===== src/hw/rtl/clt_pkg.sv =====
package clt_pkg;

  localparam int MAX_TOKENS = 1024;
  localparam int MAX_LINE   = 8192;

  localparam int POS_W = $clog2(MAX_LINE);
  localparam int TOK_W = $clog2(MAX_TOKENS + 1);

  localparam int RES_MAX = 4;
  localparam int CNT_W   = $clog2(RES_MAX + 1);
  localparam int PTR_W   = $clog2(RES_MAX);

  localparam logic [POS_W-1:0] POS_LIMIT = POS_W'(MAX_LINE - 1);
  localparam logic [TOK_W-1:0] TOK_LIMIT = TOK_W'(MAX_TOKENS);

  // result kinds
  localparam logic [1:0] KIND_BYTE    = 2'd0;
  localparam logic [1:0] KIND_END     = 2'd1;
  localparam logic [1:0] KIND_SUMMARY = 2'd2;

  // register index (byte address bit 2)
  localparam logic REG_IGNORE_QUOTES = 1'b0;

  typedef enum logic [1:0] {
    MODE_BETWEEN,
    MODE_TOKEN,
    MODE_QUOTE,
    MODE_COMMENT
  } mode_t;

  typedef struct packed {
    logic [7:0] in_byte;
    logic       line_last;
  } in_t;

  typedef struct packed {
    logic [1:0]  result_kind;
    logic [7:0]  token_byte;
    logic [9:0]  token_index;
    logic [10:0] token_total;
    logic        run_last;
  } out_t;

  typedef struct packed {
    mode_t            mode;
    logic             slash_held;
    logic             star_seen;
    logic [7:0]       prev_byte_1;
    logic [7:0]       prev_byte_2;
    logic [POS_W-1:0] byte_position;
    logic [TOK_W-1:0] token_counter;
    logic             line_finished;
  } st_t;

  localparam st_t ST_RESET = '{
    mode:          MODE_BETWEEN,
    slash_held:    1'b0,
    star_seen:     1'b0,
    prev_byte_1:   8'h00,
    prev_byte_2:   8'h00,
    byte_position: '0,
    token_counter: '0,
    line_finished: 1'b0
  };

endpackage


===== src/hw/rtl/clt_step.sv =====
module clt_step (
  input  clt_pkg::st_t                         st,
  input  clt_pkg::in_t                         item,
  input  logic                                 ignore_quotes,
  output clt_pkg::st_t                         st_next,
  output clt_pkg::out_t [clt_pkg::RES_MAX-1:0] res,
  output logic [clt_pkg::CNT_W-1:0]            res_cnt
);
  import clt_pkg::*;

  localparam logic [7:0] CH_NUL   = 8'h00;
  localparam logic [7:0] CH_SPACE = 8'h20;
  localparam logic [7:0] CH_QUOTE = 8'h22;
  localparam logic [7:0] CH_STAR  = 8'h2A;
  localparam logic [7:0] CH_SLASH = 8'h2F;
  localparam logic [7:0] CH_COLON = 8'h3A;
  localparam logic [7:0] CH_LOW_A = 8'h61;
  localparam logic [7:0] CH_LOW_Z = 8'h7A;

  typedef struct packed {
    st_t                      st;
    logic [CNT_W-1:0]         cnt;
    out_t [RES_MAX-1:0]       res;
  } acc_t;

  function automatic logic is_space(logic [7:0] c);
    return (c <= CH_SPACE) || c[7];
  endfunction

  function automatic st_t shift_in(st_t s, logic [7:0] c);
    st_t r;
    r = s;
    r.prev_byte_2 = s.prev_byte_1;
    r.prev_byte_1 = c;
    return r;
  endfunction

  function automatic acc_t emit(acc_t a, logic [1:0] kind, logic [7:0] b, logic [9:0] idx);
    acc_t r;
    r = a;
    if (a.cnt < CNT_W'(RES_MAX)) begin
      r.res[a.cnt[PTR_W-1:0]].result_kind = kind;
      r.res[a.cnt[PTR_W-1:0]].token_byte  = b;
      r.res[a.cnt[PTR_W-1:0]].token_index = idx;
      r.res[a.cnt[PTR_W-1:0]].token_total = 11'(a.st.token_counter);
      r.res[a.cnt[PTR_W-1:0]].run_last    = 1'b0;
      r.cnt = a.cnt + 1'b1;
    end
    return r;
  endfunction

  function automatic logic [9:0] cur_idx(acc_t a);
    return 10'(a.st.token_counter - 1'b1);
  endfunction

  function automatic acc_t end_token(acc_t a);
    return emit(a, KIND_END, 8'h00, cur_idx(a));
  endfunction

  function automatic acc_t finish(acc_t a);
    acc_t r;
    r = a;
    r.st.line_finished = 1'b1;
    r.st.slash_held    = 1'b0;
    r.st.star_seen     = 1'b0;
    return r;
  endfunction

  function automatic acc_t do_process(acc_t a, logic [7:0] c, logic iq);
    acc_t r;
    logic qa;
    logic lim;
    r   = a;
    qa  = (c == CH_QUOTE) && !iq;
    lim = a.st.token_counter >= TOK_LIMIT;
    case (a.st.mode)
      MODE_BETWEEN: begin
        if (c == CH_NUL) begin
          r = finish(r);
        end else if (is_space(c)) begin
          r.st = shift_in(r.st, c);
        end else if (c == CH_SLASH) begin
          r.st.slash_held = 1'b1;
        end else begin
          r.st.token_counter = r.st.token_counter + 1'b1;
          if (qa) begin
            r.st.mode = MODE_QUOTE;
          end else begin
            r = emit(r, KIND_BYTE, c, cur_idx(r));
            r.st.mode = MODE_TOKEN;
          end
          r.st = shift_in(r.st, c);
        end
      end
      MODE_TOKEN: begin
        if (c == CH_NUL) begin
          r = finish(end_token(r));
        end else if (is_space(c) || qa) begin
          r = end_token(r);
          if (lim) begin
            r = finish(r);
          end else begin
            if (qa) begin
              r.st.token_counter = r.st.token_counter + 1'b1;
              r.st.mode = MODE_QUOTE;
            end else begin
              r.st.mode = MODE_BETWEEN;
            end
            r.st = shift_in(r.st, c);
          end
        end else if (c == CH_SLASH) begin
          r.st.slash_held = 1'b1;
        end else begin
          r = emit(r, KIND_BYTE, c, cur_idx(r));
          r.st = shift_in(r.st, c);
        end
      end
      MODE_QUOTE: begin
        if (c == CH_NUL) begin
          r = finish(end_token(r));
        end else if (c == CH_QUOTE) begin
          r = end_token(r);
          if (lim) begin
            r = finish(r);
          end else begin
            r.st.mode = MODE_BETWEEN;
            r.st = shift_in(r.st, c);
          end
        end else begin
          r = emit(r, KIND_BYTE, c, cur_idx(r));
          r.st = shift_in(r.st, c);
        end
      end
      default: begin
        if (c == CH_NUL) begin
          r = finish(r);
        end else begin
          if (a.st.star_seen && c == CH_SLASH) begin
            r.st.mode      = MODE_BETWEEN;
            r.st.star_seen = 1'b0;
          end else begin
            r.st.star_seen = (c == CH_STAR);
          end
          r.st = shift_in(r.st, c);
        end
      end
    endcase
    return r;
  endfunction

  // held slash: the byte after it decides
  function automatic acc_t resolve(acc_t a, logic [7:0] c, logic iq);
    acc_t r;
    logic keep;
    logic in_tok;
    r      = a;
    in_tok = (a.st.mode == MODE_TOKEN);
    // "scheme://" style: lower-case letter, colon, slash at position 3 or later
    keep   = (a.st.byte_position >= POS_W'(4)) && (a.st.prev_byte_1 == CH_COLON) &&
             (a.st.prev_byte_2 inside {[CH_LOW_A:CH_LOW_Z]});
    r.st.slash_held = 1'b0;
    if (c == CH_SLASH && !keep) begin
      if (in_tok) r = end_token(r);
      r = finish(r);
    end else if (c == CH_STAR) begin
      if (in_tok) r = end_token(r);
      if (in_tok && a.st.token_counter >= TOK_LIMIT) begin
        r = finish(r);
      end else begin
        r.st.mode      = MODE_COMMENT;
        r.st.star_seen = 1'b1;
        r.st = shift_in(shift_in(r.st, CH_SLASH), CH_STAR);
      end
    end else begin
      if (!in_tok) begin
        r.st.token_counter = r.st.token_counter + 1'b1;
        r.st.mode = MODE_TOKEN;
      end
      r = emit(r, KIND_BYTE, CH_SLASH, cur_idx(r));
      r.st = shift_in(r.st, CH_SLASH);
      r = do_process(r, c, iq);
    end
    return r;
  endfunction

  always_comb begin
    acc_t a;
    logic [7:0] c;
    a.st  = st;
    a.cnt = '0;
    a.res = '0;
    c     = item.in_byte;
    if (!st.line_finished) begin
      if (st.byte_position >= POS_LIMIT) c = CH_NUL;
      a = st.slash_held ? resolve(a, c, ignore_quotes) : do_process(a, c, ignore_quotes);
      if (a.st.byte_position != POS_LIMIT) a.st.byte_position = a.st.byte_position + 1'b1;
    end
    if (item.line_last) begin
      if (!a.st.line_finished) begin
        a = a.st.slash_held ? resolve(a, CH_NUL, ignore_quotes)
                            : do_process(a, CH_NUL, ignore_quotes);
      end
      a = emit(a, KIND_SUMMARY, 8'h00, 10'd0);
      a.st = ST_RESET;
    end
    if (a.cnt != '0) a.res[PTR_W'(a.cnt - 1'b1)].run_last = 1'b1;
    st_next = a.st;
    res     = a.res;
    res_cnt = a.cnt;
  end

endmodule


===== src/hw/rtl/command_line_tokenizer_top.sv =====
// channel   dir  handshake              payload
// char      in   char_valid/char_stall  char_data  (in_byte, line_last)
// tok       out  tok_valid/tok_stall    tok_data   (kind, byte, index, total, run_last)
// apb       in   psel/penable/pwrite    paddr[2:0], pwdata/prdata 32b, pready tied high
//
// One byte per cycle while tok_stall is low and each byte gives at most one result; a byte
// giving several results holds the input side until the single result port has passed them all.
// A byte passes the input register and then the result holder before its first result beat.
// rst is synchronous, active high; clears line state and ignore_quotes.
// tok_stall backs up through a four-entry result holder into char_stall.
module command_line_tokenizer_top (
  input  logic          clk,
  input  logic          rst,
  input  logic          char_valid,
  output logic          char_stall,
  input  clt_pkg::in_t  char_data,
  output logic          tok_valid,
  input  logic          tok_stall,
  output clt_pkg::out_t tok_data,
  input  logic          psel,
  input  logic          penable,
  input  logic          pwrite,
  input  logic [2:0]    paddr,
  input  logic [31:0]   pwdata,
  output logic [31:0]   prdata,
  output logic          pready
);
  import clt_pkg::*;

  logic ignore_quotes;

  logic q_valid;
  in_t  q;

  st_t st;
  st_t st_next;

  out_t [RES_MAX-1:0] step_res;
  logic [CNT_W-1:0]   step_cnt;

  out_t [RES_MAX-1:0] res_buf;
  logic [CNT_W-1:0]   res_cnt;
  logic [PTR_W-1:0]   res_ptr;
  logic               busy;

  logic take;
  logic last_take;
  logic free;
  logic move;

  assign pready = 1'b1;
  assign prdata = (paddr[2] == REG_IGNORE_QUOTES) ? {31'd0, ignore_quotes} : 32'd0;

  always_ff @(posedge clk) begin
    if (rst) begin
      ignore_quotes <= 1'b0;
    end else if (psel && penable && pwrite && paddr[2] == REG_IGNORE_QUOTES) begin
      ignore_quotes <= pwdata[0];
    end
  end

  assign take      = busy && !tok_stall;
  assign last_take = take && ({1'b0, res_ptr} == res_cnt - 1'b1);
  assign free      = !busy || last_take;
  assign move      = q_valid && free;

  assign char_stall = q_valid && !free;
  assign tok_valid  = busy;
  assign tok_data   = res_buf[res_ptr];

  clt_step u_step (
    .st            (st),
    .item          (q),
    .ignore_quotes (ignore_quotes),
    .st_next       (st_next),
    .res           (step_res),
    .res_cnt       (step_cnt)
  );

  // input register
  always_ff @(posedge clk) begin
    if (rst) begin
      q_valid <= 1'b0;
    end else if (char_valid && !char_stall) begin
      q_valid <= 1'b1;
    end else if (move) begin
      q_valid <= 1'b0;
    end
  end

  always_ff @(posedge clk) begin
    if (char_valid && !char_stall) q <= char_data;
  end

  // parser state
  always_ff @(posedge clk) begin
    if (rst) begin
      st <= ST_RESET;
    end else if (move) begin
      st <= st_next;
    end
  end

  // result holder, drained one beat per cycle while tok_stall is low
  always_ff @(posedge clk) begin
    if (rst) begin
      busy    <= 1'b0;
      res_cnt <= '0;
      res_ptr <= '0;
    end else if (move && step_cnt != '0) begin
      busy    <= 1'b1;
      res_cnt <= step_cnt;
      res_ptr <= '0;
    end else if (last_take) begin
      busy <= 1'b0;
    end else if (take) begin
      res_ptr <= res_ptr + 1'b1;
    end
  end

  always_ff @(posedge clk) begin
    if (move && step_cnt != '0) res_buf <= step_res;
  end

`ifndef SYNTHESIS
  a_hold_count: assert property (@(posedge clk) disable iff (rst)
    busy |-> (res_cnt != '0) && ({1'b0, res_ptr} < res_cnt))
    else $error("result holder pointer out of range");

  a_stall_cause: assert property (@(posedge clk) disable iff (rst)
    char_stall |-> q_valid && busy)
    else $error("input stalled without a pending result");

  a_summary_last: assert property (@(posedge clk) disable iff (rst)
    tok_valid && tok_data.result_kind == KIND_SUMMARY |-> tok_data.run_last)
    else $error("line summary not flagged as last result");

  a_token_cap: assert property (@(posedge clk) disable iff (rst)
    st.token_counter <= TOK_LIMIT)
    else $error("token counter beyond limit");

  a_ptr_step: assert property (@(posedge clk) disable iff (rst)
    take && !last_take |=> busy && res_ptr == PTR_W'($past(res_ptr) + 1'b1))
    else $error("result pointer did not advance");
`endif

endmodule


===== config.mk =====
export PLATFORM = sky130hd
export DESIGN_NAME = command_line_tokenizer_top
export DESIGN_NICKNAME = d
export VERILOG_FILES = /design/src/hw/rtl/clt_pkg.sv /design/src/hw/rtl/clt_step.sv /design/src/hw/rtl/command_line_tokenizer_top.sv
export SDC_FILE = /design/constraint.sdc
export NUM_CORES = 1
export LEC_CHECK = 0
export ABC_AREA = 1
export BUFFER_PORTS_ARGS = -buffer_cell sky130_fd_sc_hd__buf_2
export CORE_MARGIN = 2
export CORE_UTILIZATION = 31
export CTS_CLUSTER_DIAMETER = 120
export DETAILED_ROUTE_END_ITERATION = 7
export MAX_ROUTING_LAYER = met4
export PLACE_DENSITY = 0.55
export SETUP_SLACK_MARGIN = 0.05
export SYNTH_ARGS = -nofsm -noshare
export SYNTH_HDL_FRONTEND = slang
export SYNTH_SLANG_ARGS = --single-unit

===== constraint.sdc =====
create_clock -name clk -period 10.55 [get_ports clk]
set_clock_uncertainty 0.15 [all_clocks]
set_input_delay 1.055 -clock clk [delete_from_list [all_inputs] [get_ports clk]]
set_output_delay 1.055 -clock clk [all_outputs]
set_load 0.02 [all_outputs]

==> results.md <==
| Result | Value | Unit |
| --- | --- | --- |
| Final Hold Fails | 0 | - |
| Crit end category | flip-flop | - |
| Slew Viols, Final | 0 | - |
| Main flop type after synthesis | sky130_fd_sc_hd__edfxtp_1 | - |
| Tightest Hold Check Type | reg -> reg | - |
| First-pass GRT wire length | 96,200 | um |
| R2r setup slk | 3.00 | ns |
| Summed instance area of the synthesized netlist | 15,300 | sq um |
| Number of buffers created by CTS | 17 | - |
| Average cell area after synthesis | 6.86 | sq um |
| Number of nets in the finished design | 2,303 | - |
| Post-CTS Hold Buffers | 0 | - |
| Pwr per Cell Area | 118 | nW/um^2 |
| Placed Instance Area | 15,900 | sq um |
| Number of distinct library cells after synthesis | 71 | - |
| Total global-route track usage | 26.0 | % |
| Die Y-Extent | 226 | um |
| Number of max-capacitance violations reported | 0 | - |
| Share of power burned in combinational logic | 27.8 | % |
| Period utilization | 71.6 | % |
| Switch share | 36.8 | % |
| Clock net sink count | 176 | - |
| Count of final setup violators | 0 | - |
| Number of fill cells in the layout | 5,316 | - |
| Clock Pin Slew Worst Setup and Hold Paths | 0.07 | ns |
| Number of rows created at floorplan | 81 | - |
| Internal Power | 1.23 | mW |
| Maximum number of pins on one net before global-route repair | 59 | - |
| Maximum ir drop on the vdd rail | 67.1 | uV |
| Worst endpoint required time | 10.53 | ns |
| Count of TritonRoute iterations in the first routing pass | 6 | - |
| Syn Inst Count | 2,228 | - |
| Normalized max-slew margin | 26.2 | % |
| Clock period minus final worst setup slack | 7.55 | ns |
| RSZ-0062 raised after global routing | false | - |
| Category of the worst setup path launch point | flip-flop | - |
| Post-route DRC | 0 | - |
| Number of nets with antenna violations after routing | 0 | - |
| Die width | 226 | um |
| Kind of cell with the highest combined delay on the critical path | simple AND/OR/NAND/NOR gates | - |
| Top-level I/O count | 118 | - |
| Post-layout instance count excluding filler cells | 2,897 | - |
| Largest stage delay on the critical path | 0.64 | ns |
| CTS H-tree depth | 4 | - |
| Die ar. | 51,100 | sq um |
| Largest buffer count on any clock path | 2 | - |
| Total number of yosys warnings | 0 | - |
| Cells after DPL | 2,865 | - |
| Worst Path Class, Setup | reg -> reg | - |
| Clock network fraction of total power | 30.7 | % |
| CTS-repair resized insts | 0 | - |
| Fraction of registers with async set or reset after synthesis | 0 | % |
| Sequential fraction of the synthesis area | 31.1 | % |
| Final total negative setup slack | 0 | ns |
| Count of antenna diodes in the layout | 0 | - |
| Dpl hpwl | 46,800 | um |
| Final weighted congestion in routability-driven placement | 0.979 | - |
| Leakage Power | 6.73 | nW |
| Root cell of the clock tree | sky130_fd_sc_hd__clkbuf_16 | - |
| TritonCTS clock tree | done | - |
| Transition time at the pin with the least slew margin | 1.11 | ns |
| Initial antenna violation count | 0 | - |
| Aggregate global routing overflow | 0 | - |
| Post-detailed-route via-to-cell ratio | 5.50 | - |
| Sequential share of power | 41.5 | % |
| Via count of the first global-routing pass | 15,000 | - |
| Total via count after detailed routing | 15,900 | - |
| Number of flops mapped to enable cells by yosys | 123 | - |
| Final Worst Setup Slack | 3.00 | ns |
| Starting Density | 31.3 | % |
| Pre-CTS setup slack | 3.18 | ns |
| CP max-delay cell | sky130_fd_sc_hd__nor2_2 | - |
| Core Box Area | 48,700 | sq um |
| Maximum operating frequency | 0.132 | GHz |
| Worst-skew pair later-pin latency | 0.50 | ns |
| Net switching power figure | 0.712 | mW |
| Critical path fanouts, max | 53 | - |
| Power, Total | 1.94 | mW |
| Number of I/O port buffers | 52 | - |
| Final std cell area, no fill | 16,500 | sq um |
| Yosys reg bits | 176 | - |
| Post-CTS Repair Setup Buffers | 0 | - |
| Synthesis-to-layout area growth | 7.72 | % |
| Fraction of final layout cells with drive strength greater than 1 | 10.9 | % |
| Arrival time reported for the critical path endpoint | 7.53 | ns |
| Number of buffer and inverter instances along the worst setup path | 6 | - |
| Status | completed | - |
| Cell with the most instances on the worst path | sky130_fd_sc_hd__nand3_1 | - |
| Routed wire per std cell | 21.8 | um |
| Wire length after detailed routing | 63,200 | um |
| Initial detailed-routing violation count | 1,623 | - |
==> synthesized netlist by cell type, types with 33 or more instances <==
cell type | count | area share (%)
sky130_fd_sc_hd__clkbuf_1 | 61 | 1.5
sky130_fd_sc_hd__nand2_2 | 33 | 1.4
sky130_fd_sc_hd__a21oi_1 | 117 | 3.8
sky130_fd_sc_hd__inv_1 | 204 | 5.0
sky130_fd_sc_hd__xor2_1 | 34 | 1.9
sky130_fd_sc_hd__edfxtp_1 | 123 | 24
sky130_fd_sc_hd__o22ai_1 | 50 | 2.0
sky130_fd_sc_hd__buf_4 | 42 | 2.1
sky130_fd_sc_hd__o21ai_0 | 213 | 7.0
sky130_fd_sc_hd__nand2_1 | 461 | 11
sky130_fd_sc_hd__nand3_1 | 144 | 4.7
sky130_fd_sc_hd__nor2_1 | 286 | 7.0
sky130_fd_sc_hd__dfxtp_1 | 53 | 6.9
==> power groups by stage <==
stage / Combinational, mW / Clock [mW] / Sequential, mW
after floorplan: 0.368 / 0 / 0.820
after global placement: 0.526 / 0 / 0.818
after detailed placement: 0.529 / 0 / 0.819
after CTS: 0.531 / 0.619 / 0.804
after global routing: 0.590 / 0.634 / 0.807
final: 0.538 / 0.595 / 0.804
==> cell usage in the layout, fill, tap and decap left out, drive strengths merged, types with 4 or more instances in the layout <==
| cell | instances |
|---|---|
| xor2 | 35 |
| o22ai | 50 |
| buf | 81 |
| a22oi | 12 |
| conb | 33 |
| a31oi | 15 |
| or2 | 5 |
| inv | 225 |
| o221ai | 25 |
| nor2 | 318 |
| edfxtp | 123 |
| o311ai | 7 |
| nand4 | 31 |
| a21oi | 122 |
| o21ai | 242 |
| a211oi | 12 |
| o211ai | 28 |
| o2111ai | 10 |
| dfxtp | 53 |
| o21a | 4 |
| nor4 | 7 |
| nor3 | 32 |
| clkbuf | 19 |
| clkinv | 9 |
| a311oi | 5 |
| a32oi | 5 |
| ha | 32 |
| nand2 | 502 |
| nand3 | 159 |
| clkinvlp | 7 |
==> metrics by stage <==
step	hold slack [ns]	utilization, %
2_1_floorplan	0.291	-
3_3_place_gp	0.304	32.7
3_5_place_dp	0.306	32.7
4_1_cts	0.316	33.8
5_1_grt	0.338	33.8
6_report	0.314	33.8
==> path summary, 6_finish.rpt <==
kind | from | to | depth (start not counted)
worst min register to register | st[32] | st[32] | 2
worst max-delay path | st[14] | res_buf[21] | 29
worst max register to register | st[14] | res_buf[21] | 29
worst min-delay path | st[32] | st[32] | 2
==> worst reg2reg max path, delay by kind of cell, from the launching register on <==
family,cells,cell delay (ns)
and+or+nand+nor,20,3.82
adders and majority gates,2,0.56
DFF,1,0.36
AOI/OAI and AO/OA,1,0.22
buffers and inverters,6,2.05
==> metal layers <==
layer,GRT usage [%],part of all wire (%),vias up
met5,-,0,-
met4,10.8,3.9,0
met3,4.19,7.0,122
met2,40.5,45,688
met1,33.5,44,7565
li1,-,-,7564
==> cell families after synthesis <==
| kind of cell | after synthesis | synth area share (%) |
|---|---|---|
| buffers and inverters | 367 | 10.7 |
| DFF | 176 | 31.1 |
| xor gates and xnor gates | 38 | 2.23 |
| other | 2 | 0.0492 |
| AOI/OAI and AO/OA | 556 | 21.8 |
| adders and majority gates | 32 | 2.62 |
| and+or+nand+nor | 1057 | 31.5 |
==> state kept, by name, summed over array words and instances, names as in the netlist <==
name	flops
ignore_quotes	1
q	9
q_valid	1
res_buf	114
res_cnt	3
res_ptr	2
st	45
tok_valid	1
==> cell type report <==
class	instances	area [sq um]	area share (%)
Multi-Input combinational cell	1716	9000	54.7
Sequential cell	176	4760	28.9
Inverter	228	867	5.27
Tap cell	664	831	5.05
Timing Repair Buffer	81	478	2.90
Clock buffer	19	433	2.63
Clock inverter	13	91.3	0.555
Note: power is estimated with default switching activity, not from simulation.
